[config.mk]
export PLATFORM = sky130hd
export DESIGN_NAME = date_keyed_sorted_list
export DESIGN_NICKNAME = d
export VERILOG_FILES = /design/src/hw/rtl/dksl_pkg.sv /design/src/hw/rtl/dksl_cell.sv /design/src/hw/rtl/dksl_date_check.sv /design/src/hw/rtl/date_keyed_sorted_list.sv
export SDC_FILE = /design/constraint.sdc
export NUM_CORES = 2
export LEC_CHECK = 0
export BUFFER_PORTS_ARGS = -buffer_cell sky130_fd_sc_hd__buf_2
export CAP_MARGIN = 20
export CELL_PAD_IN_SITES_DETAIL_PLACEMENT = 1
export CELL_PAD_IN_SITES_GLOBAL_PLACEMENT = 1
export CORE_AREA = 2 2 604 606
export DETAILED_ROUTE_END_ITERATION = 8
export DIE_AREA = 0 0 606 608
export PLACE_DENSITY = 0.49
export SYNTH_ARGS = -nofsm -noshare
export SYNTH_HDL_FRONTEND = slang
export SYNTH_SLANG_ARGS = --single-unit
[constraint.sdc]
create_clock -name clk -period 15.8 [get_ports clk]
set_input_delay 3.16 -clock clk [delete_from_list [all_inputs] [get_ports clk]]
set_output_delay 3.16 -clock clk [all_outputs]
set_load 0.005 [all_outputs]
[src/hw/rtl/dksl_pkg.sv]
// Shared types and constants of the date-keyed sorted list.
package dksl_pkg;

	typedef enum logic [2:0] {
		ST_OK        = 3'd0,
		ST_BAD_MONTH = 3'd1,
		ST_BAD_DAY   = 3'd2,
		ST_FULL      = 3'd3,
		ST_RANGE     = 3'd4
	} status_t;

	typedef enum logic {
		CMD_INSERT = 1'b0,
		CMD_READ   = 1'b1
	} cmd_t;

	localparam logic [2:0]  REG_CAPACITY = 3'd0;
	localparam logic [4:0]  CAP_RESET    = 5'd16;
	localparam logic [3:0]  MONTHS       = 4'd12;

	// Modular inverse of 25 mod 2^16 and the largest product of a multiple of 25.
	localparam logic [15:0] INV25        = 16'd23593;
	localparam logic [15:0] DIV25_MAX    = 16'd2621;

	// Ordering key: year, month, day, then identifier, highest bits first.
	typedef struct packed {
		logic [15:0] year;
		logic [3:0]  month;
		logic [4:0]  day;
		logic [63:0] id;
	} entry_t;

	typedef struct packed {
		logic wr;
		logic occ;
		logic tail;
	} cell_ctl_t;

	typedef struct packed {
		logic [1:0]  pad;
		logic [4:0]  read_index;
		logic [15:0] in_year;
		logic [3:0]  in_month;
		logic [4:0]  in_day;
		logic [63:0] key_id;
	} in_item_t;

	typedef struct packed {
		logic [6:0]  pad;
		logic [4:0]  entry_count;
		logic [15:0] out_year;
		logic [3:0]  out_month;
		logic [4:0]  out_day;
		logic [63:0] out_id;
		status_t     status;
	} out_item_t;

endpackage

[src/hw/rtl/dksl_cell.sv]
// One storage cell of the sorted chain: holds an entry and shifts or loads on insert.
module dksl_cell (
	input  logic               clk,
	input  dksl_pkg::entry_t    new_ent,
	input  dksl_pkg::entry_t    left_ent,
	input  logic               left_gt,
	input  dksl_pkg::cell_ctl_t ctl,
	output logic               gt,
	output dksl_pkg::entry_t    ent
);
	import dksl_pkg::*;

	entry_t ent_q;

	assign gt  = ctl.occ && (new_ent < ent_q);
	assign ent = ent_q;

	always_ff @(posedge clk) begin
		if (ctl.wr && (gt || ctl.tail)) begin
			ent_q <= left_gt ? left_ent : new_ent;
		end
	end

endmodule

[src/hw/rtl/dksl_date_check.sv]
// Gregorian date validation: month range, then day against month length.
module dksl_date_check (
	input  logic [4:0]         day,
	input  logic [3:0]         month,
	input  logic [15:0]        year,
	output dksl_pkg::status_t   status
);
	import dksl_pkg::*;

	logic [15:0] prod;
	logic        div25;
	logic        leap;
	logic [4:0]  mlen;

	assign prod  = year * INV25;
	assign div25 = prod <= DIV25_MAX;
	assign leap  = (year[1:0] == 2'd0) && (!div25 || (year[3:0] == 4'd0));

	always_comb begin
		unique case (month) inside
			4'd4, 4'd6, 4'd9, 4'd11: mlen = 5'd30;
			4'd2:                    mlen = leap ? 5'd29 : 5'd28;
			default:                 mlen = 5'd31;
		endcase
	end

	always_comb begin
		if (month == 4'd0 || month > MONTHS) begin
			status = ST_BAD_MONTH;
		end else if (day == 5'd0 || day > mlen) begin
			status = ST_BAD_DAY;
		end else begin
			status = ST_OK;
		end
	end

endmodule

[src/hw/rtl/date_keyed_sorted_list.sv]
// Top level of the date-keyed sorted list: stream ports, APB register, cell chain.
// Keeps up to DEPTH entries ordered by date then identifier in a chain of
// compare-and-shift cells. Every cell compares the incoming entry with its own
// and takes either its left neighbor's entry or the new one, so an insert
// completes in parallel across the chain; a read selects one cell. One
// transaction is accepted per cycle while s_tready is high, and its result
// is registered into the output register; input is taken while a result
// waits as long as the output register is freed in the same cycle. The
// stores need no clearing after reset: only positions below the count are
// ever read. Capacity (address 0) caps the entry count, saturated to DEPTH.
module date_keyed_sorted_list #(
	parameter int DEPTH = 16
) (
	input  logic                 clk,
	input  logic                 arst_n,
	input  logic                 s_tvalid,
	output logic                 s_tready,
	input  dksl_pkg::in_item_t    s_tdata,  // key_id, in_day, in_month, in_year, read_index
	input  logic                 s_tuser,  // cmd
	output logic                 m_tvalid,
	input  logic                 m_tready,
	output dksl_pkg::out_item_t   m_tdata,  // status, out_id, out_day, out_month, out_year,
	                                       // entry_count
	input  logic                 psel,
	input  logic                 penable,
	input  logic                 pwrite,
	input  logic [2:0]           paddr,
	input  logic [31:0]          pwdata,
	output logic [31:0]          prdata,
	output logic                 pready
);
	import dksl_pkg::*;

	localparam int CW = $clog2(DEPTH + 1);
	localparam int LW = (CW > 5) ? CW : 5;

	logic [4:0]    cap_q;
	logic [CW-1:0] cnt_q;
	logic [CW-1:0] cnt_next;
	logic          out_valid_q;
	out_item_t     out_data_q;
	out_item_t     res;

	logic          accept;
	logic          ins_ok;
	status_t       date_st;
	entry_t        new_ent;
	entry_t        rd_ent;
	entry_t        ent [DEPTH];
	logic          gt  [DEPTH];
	logic [LW-1:0] cnt_ext;
	logic [LW-1:0] cnt_next_ext;
	logic [LW-1:0] ridx_ext;
	logic [LW-1:0] limit;

	assign pready   = 1'b1;
	assign prdata   = (paddr == REG_CAPACITY) ? {27'd0, cap_q} : 32'd0;

	always_ff @(posedge clk or negedge arst_n) begin
		if (!arst_n) begin
			cap_q <= CAP_RESET;
		end else if (psel && penable && pwrite && pready && paddr == REG_CAPACITY) begin
			cap_q <= pwdata[4:0];
		end
	end

	assign s_tready = !out_valid_q || m_tready;
	assign accept   = s_tvalid && s_tready;
	assign m_tvalid = out_valid_q;
	assign m_tdata  = out_data_q;

	assign new_ent.year  = s_tdata.in_year;
	assign new_ent.month = s_tdata.in_month;
	assign new_ent.day   = s_tdata.in_day;
	assign new_ent.id    = s_tdata.key_id;

	dksl_date_check u_date (
		.day    (s_tdata.in_day),
		.month  (s_tdata.in_month),
		.year   (s_tdata.in_year),
		.status (date_st)
	);

	assign cnt_ext  = LW'(cnt_q);
	assign ridx_ext = LW'(s_tdata.read_index);
	assign limit    = (LW'(cap_q) > LW'(DEPTH)) ? LW'(DEPTH) : LW'(cap_q);
	assign ins_ok   = (cmd_t'(s_tuser) == CMD_INSERT) && (date_st == ST_OK)
		&& (cnt_ext < limit);

	for (genvar g = 0; g < DEPTH; g++) begin : g_cell
		cell_ctl_t ctl;
		assign ctl.wr   = accept && ins_ok;
		assign ctl.occ  = LW'(g) < cnt_ext;
		assign ctl.tail = LW'(g) == cnt_ext;
		if (g == 0) begin : g_head
			dksl_cell u_cell (
				.clk      (clk),
				.new_ent  (new_ent),
				.left_ent (new_ent),
				.left_gt  (1'b0),
				.ctl      (ctl),
				.gt       (gt[g]),
				.ent      (ent[g])
			);
		end else begin : g_body
			dksl_cell u_cell (
				.clk      (clk),
				.new_ent  (new_ent),
				.left_ent (ent[g-1]),
				.left_gt  (gt[g-1]),
				.ctl      (ctl),
				.gt       (gt[g]),
				.ent      (ent[g])
			);
		end
	end

	always_comb begin
		rd_ent = '0;
		for (int i = 0; i < DEPTH; i++) begin
			if (ridx_ext == LW'(i)) begin
				rd_ent = rd_ent | ent[i];
			end
		end
	end

	assign cnt_next     = ins_ok ? cnt_q + CW'(1) : cnt_q;
	assign cnt_next_ext = LW'(cnt_next);

	always_comb begin
		res             = '0;
		res.entry_count = cnt_next_ext[4:0];
		if (cmd_t'(s_tuser) == CMD_INSERT) begin
			if (date_st != ST_OK) begin
				res.status = date_st;
			end else if (!ins_ok) begin
				res.status = ST_FULL;
			end else begin
				res.status = ST_OK;
			end
		end else if (ridx_ext >= cnt_ext) begin
			res.status = ST_RANGE;
		end else begin
			res.status    = ST_OK;
			res.out_id    = rd_ent.id;
			res.out_day   = rd_ent.day;
			res.out_month = rd_ent.month;
			res.out_year  = rd_ent.year;
		end
	end

	always_ff @(posedge clk or negedge arst_n) begin
		if (!arst_n) begin
			cnt_q       <= '0;
			out_valid_q <= 1'b0;
		end else begin
			if (accept) begin
				cnt_q <= cnt_next;
			end
			if (accept) begin
				out_valid_q <= 1'b1;
			end else if (m_tready) begin
				out_valid_q <= 1'b0;
			end
		end
	end

	always_ff @(posedge clk) begin
		if (accept) begin
			out_data_q <= res;
		end
	end

endmodule

## Word level (Yosys, flattened, before mapping)

Index checks and enable logic that the tools add are counted.

| storage, ports and cells | value |
|---|---|
| bits in registers | 1532 |
| input bits | 139 |
| output and inout bits | 139 |
| logic and storage cells | 282 |

| cells by class | value |
|---|---|
| add/subtract/negate cells | 1 |
| multiply operators | 1 |
| order comparisons | 38 |
| eq/ne operators | 35 |
| multiplexer cells | 44 |
| bitwise operators | 16 |
| reductions and logical operators | 74 |

Operators by type and width:

| kind | count |
|---|---|
| $mux W89 | 31 |
| $lt A89 B89 Y1 | 16 |
| $or A89 B89 Y89 | 15 |
| $eq A4 B5 Y1 const A | 8 |
| $eq A5 B4 Y1 const B | 8 |
| $logic_and A1 B1 Y1 | 40 |
| $lt A4 B5 Y1 const A | 8 |
| $eq A3 B5 Y1 const A | 4 |
| $eq A5 B3 Y1 const B | 4 |
| $logic_or A1 B1 Y1 | 20 |
| $lt A3 B5 Y1 const A | 4 |
| $le A16 B12 Y1 const B | 1 |
| $mul A16 B15 Y16 const B | 1 |
| $logic_not A5 Y1 | 3 |
| $mux W5 | 3 |
| $mux W3 | 4 |
| $eq A2 B5 Y1 const A | 2 |
| $eq A5 B2 Y1 const B | 2 |
| $lt A1 B5 Y1 const A | 2 |
| $lt A2 B5 Y1 const A | 2 |
| $pmux W5 S2 | 1 |
| $eq A4 B3 Y1 const B | 2 |
| $eq A4 B4 Y1 const B | 2 |
| $logic_not A4 Y1 | 2 |
| other kinds (19) | 24 |

## Longest topological paths before layout

| depth | value |
|---|---|
| depth after elaboration | 32 |
| depth in mapped cells | 29 |
| depth with buffers taken out | 29 |

## By module

A second synthesis with hierarchy kept.

| unflattened totals | value |
|---|---|
| cell total of the unflattened synthesis | 10020 |
| area, all modules | 110996.5 µm² |

Modules (own cells, without submodules):

| module | times used | cells an instance | area each (µm²) | seq. area each (µm²) |
|---|---|---|---|---|
| dksl_cell (g_cell[0].g_head.u_cell ...) | 15 | 509 | 5974.5 | 2672.6 |
| date_keyed_sorted_list | 1 | 1679 | 13608.1 | 3189.3 |
| dksl_cell (g_cell[13].g_body.u_cell) | 1 | 509 | 5973.2 | 2672.6 |
| dksl_date_check | 1 | 197 | 1798.0 | 0.0 |

## Worst setup path before layout

Ideal clock, no wire load.

| timing | value |
|---|---|
| kind | input -> register |
| start | in s_tdata[76] (netlist name) |
| end | reg g_cell[1].g_body.u_cell.ent_q (netlist bit g_cell[1].g_body.u_cell.ent[0]) (enable) |
| library setup time | 0.566 ns |
| data arrival time | 12.711 ns |
| data required time | 15.234 ns |
| slack | 2.523 ns |
| stages | 25 |
| path buffers | 2 |
| cell sequence | inv_1 -> clkbuf_1 -> ha_1 -> ha_1 -> inv_1 -> fa_1 -> fa_1 -> inv_1 -> fa_1 -> ha_1 -> xnor2_1 -> xnor2_1 -> xnor2_1 -> xnor2_1 -> xnor2_1 -> o32ai_1 -> a21oi_1 -> ha_1 -> nand2_1 -> o21ai_0 -> o22ai_1 -> a2111oi_4 -> nand2_2 -> clkbuf_1 -> a21oi_1 |

| on the way | value |
|---|---|
| longest elaborated chain between the ends | 16 |
| elaborated cells between the ends (all ways) | 20 |
| classes of those cells | 1 x mul; 3 x order compare; 4 x mux; 12 x reduce/logical |

RTL lines:

| what | RTL line | RTL |
|---|---|---|
| start, declared | date_keyed_sorted_list.sv:18 | `input dksl_pkg::in_item_t s_tdata,` |
| $mul A16 B15 Y16 | dksl_date_check.sv:15 | `assign prod = year * INV25;` |
| $le A16 B12 Y1 | dksl_date_check.sv:16 | `assign div25 = prod <= DIV25_MAX;` |
| $logic_not A1 Y1 | dksl_date_check.sv:17 | `assign leap = (year[1:0] == 2'd0) && (!div25 \|\| (year[3:0] == 4'd0));` |
| $logic_or A1 B1 Y1 | dksl_date_check.sv:17 |  |
| $logic_and A1 B1 Y1 | dksl_date_check.sv:17 |  |
| $mux W1 | dksl_date_check.sv:22 | `4'd2: mlen = leap ? 5'd29 : 5'd28;` |
| $pmux W5 S2 | dksl_date_check.sv:20 | `unique case (month) inside` |
| $gt A5 B5 Y1 | dksl_date_check.sv:30 | `end else if (day == 5'd0 \|\| day > mlen) begin` |
| $logic_or A1 B1 Y1 | dksl_date_check.sv:30 |  |
| $mux W2 | dksl_date_check.sv:30 |  |
| $mux W3 | dksl_date_check.sv:28 | `if (month == 4'd0 \|\| month > MONTHS) begin` |
| $logic_not A3 Y1 | date_keyed_sorted_list.sv:87 | `assign ins_ok = (cmd_t'(s_tuser) == CMD_INSERT) && (date_st == ST_OK)` |
| $logic_and A1 B1 Y1 | date_keyed_sorted_list.sv:87 |  |
| $logic_and A1 B1 Y1 | date_keyed_sorted_list.sv:88 | `&& (cnt_ext < limit);` |
| $logic_and A1 B1 Y1 | date_keyed_sorted_list.sv:92 | `assign ctl.wr = accept && ins_ok;` |
| $logic_and A1 B1 Y1 * | dksl_cell.sv:19 | `if (ctl.wr && (gt \|\| ctl.tail)) begin` |
| end signal, assigned | dksl_cell.sv:20 | `ent_q <= left_gt ? left_ent : new_ent;` |
| end, declared | dksl_cell.sv:13 | `entry_t ent_q;` |

Every way passes the cells marked *; elsewhere a longest branch is shown, timed or not.
A chain may end at the register's enable or synchronous reset.

## Worst setup path in the final report

| timing | value |
|---|---|
| start | in s_tdata[75] (netlist name) |
| end | reg g_cell[15].g_body.u_cell.ent_q (netlist bit g_cell[15].g_body.u_cell.ent[28]) (enable) |

| on the way | value |
|---|---|
| longest elaborated chain between the ends | 16 |
| elaborated cells between the ends (all ways) | 20 |
| classes of those cells | 1 x mul; 3 x order compare; 4 x mux; 12 x reduce/logical |

RTL lines:

| what | RTL line |
|---|---|
| $mul A16 B15 Y16 | dksl_date_check.sv:15 |
| $le A16 B12 Y1 | dksl_date_check.sv:16 |
| $logic_not A1 Y1 | dksl_date_check.sv:17 |
| $logic_or A1 B1 Y1 | dksl_date_check.sv:17 |
| $logic_and A1 B1 Y1 | dksl_date_check.sv:17 |
| $mux W1 | dksl_date_check.sv:22 |
| $pmux W5 S2 | dksl_date_check.sv:20 |
| $gt A5 B5 Y1 | dksl_date_check.sv:30 |
| $logic_or A1 B1 Y1 | dksl_date_check.sv:30 |
| $mux W2 | dksl_date_check.sv:30 |
| $mux W3 | dksl_date_check.sv:28 |
| $logic_not A3 Y1 | date_keyed_sorted_list.sv:87 |
| $logic_and A1 B1 Y1 | date_keyed_sorted_list.sv:87 |
| $logic_and A1 B1 Y1 | date_keyed_sorted_list.sv:88 |
| $logic_and A1 B1 Y1 | date_keyed_sorted_list.sv:92 |
| $logic_and A1 B1 Y1 * | dksl_cell.sv:19 |
| end signal, assigned | dksl_cell.sv:20 |
| end, declared | dksl_cell.sv:13 |

Marks and branches as above.

==> impl_metrics.yaml <==
outcome:
  status: "complete, no violations"
detailed_routing:
  wire_per_inst_um: 34.6
  vias: 83000
  ant_nets: 0
  drc: 0
  drt_wl_total_um: 509000
  viasPerCell: 5.65
  drt_iter0_drc: 7496
  firstDrtPassIters: 5
die:
  core_area_sq_um: 362000
  die_h_um: 608
  die_x_um: 606
  die_area_sq_um: 368000
  initial_core_util: 0.299
  ioPinCount: 278
  row_count: 221
layout:
  most-common-layout-cells: "1,521 x edfxtp_1, 1,487 x inv_1, 1,484 x ha_1"
  finalCoreUtilization: 0.339
  drive_gt1_frac: 0.205
  fin_nets: 11400
  area_growth_pct: 13.2
  layout_commonest_cell: "edfxtp_1"
  fill_cells: 39300
synth:
  yosys_warnings: 0
  synth_cell_types: 79
  ys_seq_area_frac: 0.425
  ys_seq_elements: 1532
  synthFlopType: "edfxtp_1"
  synth_edf_count: 1521
  async_flop_share: 0.00718
  syn_inst: 9460
  netlist_area_sq_um: 108000
  synth.avg_cell_area_sq_um: 11.4
worst_hold_path:
  min_path_cells: 1
  whs_endpoint: "cap_q[1]$_DFFE_PN0P_"
  hold_class: "register to register"
  hp-start: "cap_q[1]$_DFFE_PN0P_"
setup_path:
  cp-start-kind: "primary input"
  slowest_stage: "a32o_4"
  crit_required_ps: 16390
  path_common_cell: "xnor2_1"
  slowest_delay_ps: 930
  cp.arrival_ps: 12970
  crit_fanout: 42
  r2r_start: "g_cell[9].g_body.u_cell.ent[2]$_DFFE_PP_"
  end_kind: "register"
  crit_buf_inv: 6
  ff2ff_path_depth: 14
  reg2reg_to: "g_cell[10].g_body.u_cell.ent[36]$_DFFE_PP_"
  worstSetupPathType: "primary input to register"
  cp_top_family: "compound AO/OA/AOI/OAI gates"
  reg2reg_slack_ps: 8800
sta:
  max_freq_mhz: 80.8
  skew_ps: 62.5
  fin_ws_ps: 3420
  setup_tns_ps: 0
  final-setup-viol-count: 0
  rsz0062_at_grt: "no"
  hold_violations: 0
  timing.hold.ws_ps: 547
  period_needed_ps: 12380
  relSlewSlack: 0.181
  worstMarginPinSlew_ps: 1230
  finalCritPeriodShare: 0.784
  final_max_slew_viol_count: 0
global_route:
  gr-total-overflow: 0
  grt_pass1_vias: 86800
  antenna_found_initial: 22
  grtUsageTotal: 0.270
  grt_pass1_wl_um: 704000
  grt_max_degree: 90
  gr-usage-met3: 0.0368
  met2_usage: 0.435
  busiest_layer: "met2"
  use_met1: 0.364
placed_design:
  place_ws_ps: 2430
  gp_congestion: 0.900
  io_buffers: 213
  place_hpwl_um: 364000
clocking:
  cts_buffers: 206
  cts_resized: 0
  h-tree-depth: 4
  root_buffer: "clkbuf_16"
  cts_sinks: 1532
  cts.clk_slew.worst_paths_ps: 60
  cts_setup_buffers: 0
  holdBufCountCts: 0
  cts_buffer_depth: 4
  cts_tree: "yes"
  clk_latency_ps: 970
job:
  drv_cap: 0
pwr:
  ir_drop_mv: 0.170
  p_leak_uw: 0.0517
  powerDensity_nw_per_um2: 125
  fin_total_pwr_uw: 15300
[where the power goes]
group	total (uW)	switching, uW	internal [uW]
sequential	5470	329	5140
clock	4750	2070	2670
combinational	5060	3050	2010
total	15300	5460	9820
[worst max-delay path by stage]
stage / from / end / slack [ps] / cells past startpoint
finish: s_tdata[75] / g_cell[15].g_body.u_cell.ent[28]$_DFFE_PP_ / 3420 / 29
global route: s_tdata[75] / g_cell[15].g_body.u_cell.ent[28]$_DFFE_PP_ / 3140 / 29
CTS: s_tdata[75] / g_cell[15].g_body.u_cell.ent[28]$_DFFE_PP_ / 3410 / 29
detailed placement: s_tdata[75] / g_cell[15].g_body.u_cell.ent[12]$_DFFE_PP_ / 2430 / 29
global placement: s_tdata[75] / g_cell[15].g_body.u_cell.ent[10]$_DFFE_PP_ / 2520 / 29
floorplan: s_tdata[76] / g_cell[1].g_body.u_cell.ent[0]$_DFFE_PP_ / 2520 / 25
[worst reg2reg max path: stages (launching register included)]
cell and delay (ps):
edfxtp_1 440, inv_1 80, ha_1 290, nand2_1 50, o21ai_1 240, a41oi_1 260
o31ai_2 860, a31oi_1 430, o2111ai_1 530, nand2_1 470, o21ai_4 370, buf_4 670
buf_4 830, buf_4 730, mux2_2 460
[Yosys cell counts (8+ instances only)]
master | count | area (sq um)
a2111oi_0 | 47 | 412
a211o_1 | 16 | 140
a211oi_1 | 63 | 473
a21o_1 | 278 | 2090
a21oi_1 | 386 | 1930
a221oi_1 | 280 | 2450
a22o_1 | 268 | 2350
a22oi_1 | 179 | 1340
a31oi_1 | 119 | 744
and2_1 | 8 | 50.1
and3_1 | 107 | 669
and4_1 | 19 | 166
buf_12 | 9 | 180
buf_2 | 62 | 310
buf_4 | 35 | 263
clkbuf_1 | 326 | 1220
dfrtp_1 | 10 | 250
edfxtp_1 | 1521 | 45700
fa_1 | 18 | 360
ha_1 | 1484 | 18600
inv_1 | 1487 | 5580
mux2_2 | 1111 | 12500
mux2_4 | 79 | 1190
mux2i_1 | 151 | 1510
nand2_1 | 184 | 691
nand2b_1 | 37 | 231
nand3_1 | 79 | 395
nand4_1 | 232 | 1450
nor2_1 | 180 | 676
nor2b_1 | 74 | 463
nor3_1 | 61 | 305
nor4_1 | 34 | 213
o2111ai_1 | 19 | 166
o211ai_1 | 37 | 278
o21a_1 | 34 | 255
o21ai_0 | 254 | 1270
o21bai_1 | 16 | 120
o31ai_1 | 9 | 67.6
or2_2 | 8 | 50.1
or3_1 | 10 | 62.6
or4_1 | 8 | 60.1
xnor2_1 | 22 | 193
[flip-flops by register name, summed over array words and instances, names as in the netlist]
name / cells
cap_q: 5
m_tvalid: 1
cnt_ext: 5
g_cell.g_head.u_cell.ent: 89
m_tdata: 97
g_cell.g_body.u_cell.ent: 1335
[cell type report]
class                      instances  area, sq um  area share
antenna                            8         20.0    0.000163
clock buffer                     254         5470      0.0447
clock inverter                   117          958     0.00783
inverter                        1487         5580      0.0456
multi-input combinational       6034        55400       0.452
sequential                      1532        46000       0.375
tap                             4794         6000      0.0490
timing repair buffer             460         3110      0.0254
[per-layer routing]
layer  vias up  share of wire
met2      2602           0.46
met3       698          0.053
met4         6          0.044
met1     43500           0.44
met5         -       0.000081
li1      36200              -
[metrics by stage]
step / area, sq um / std cells
after floorplan: 108000 / 9493
after global placement: 116000 / 14300
after detailed placement: 116000 / 14300
after CTS: 122000 / 14700
after global routing: 122000 / 14700
final: 122000 / 14700
[cells by family after synthesis]
logic type,count (synthesis),synth area share
buf+inv,1927,0.0702
xor+xnor,27,0.00218
compound gates,2075,0.136
flops,1532,0.425
other cells,2,0.0000694
simple gates,1054,0.0516
fa+ha+maj,1502,0.175
mux,1341,0.140
(Power assumes the default switching activity.)
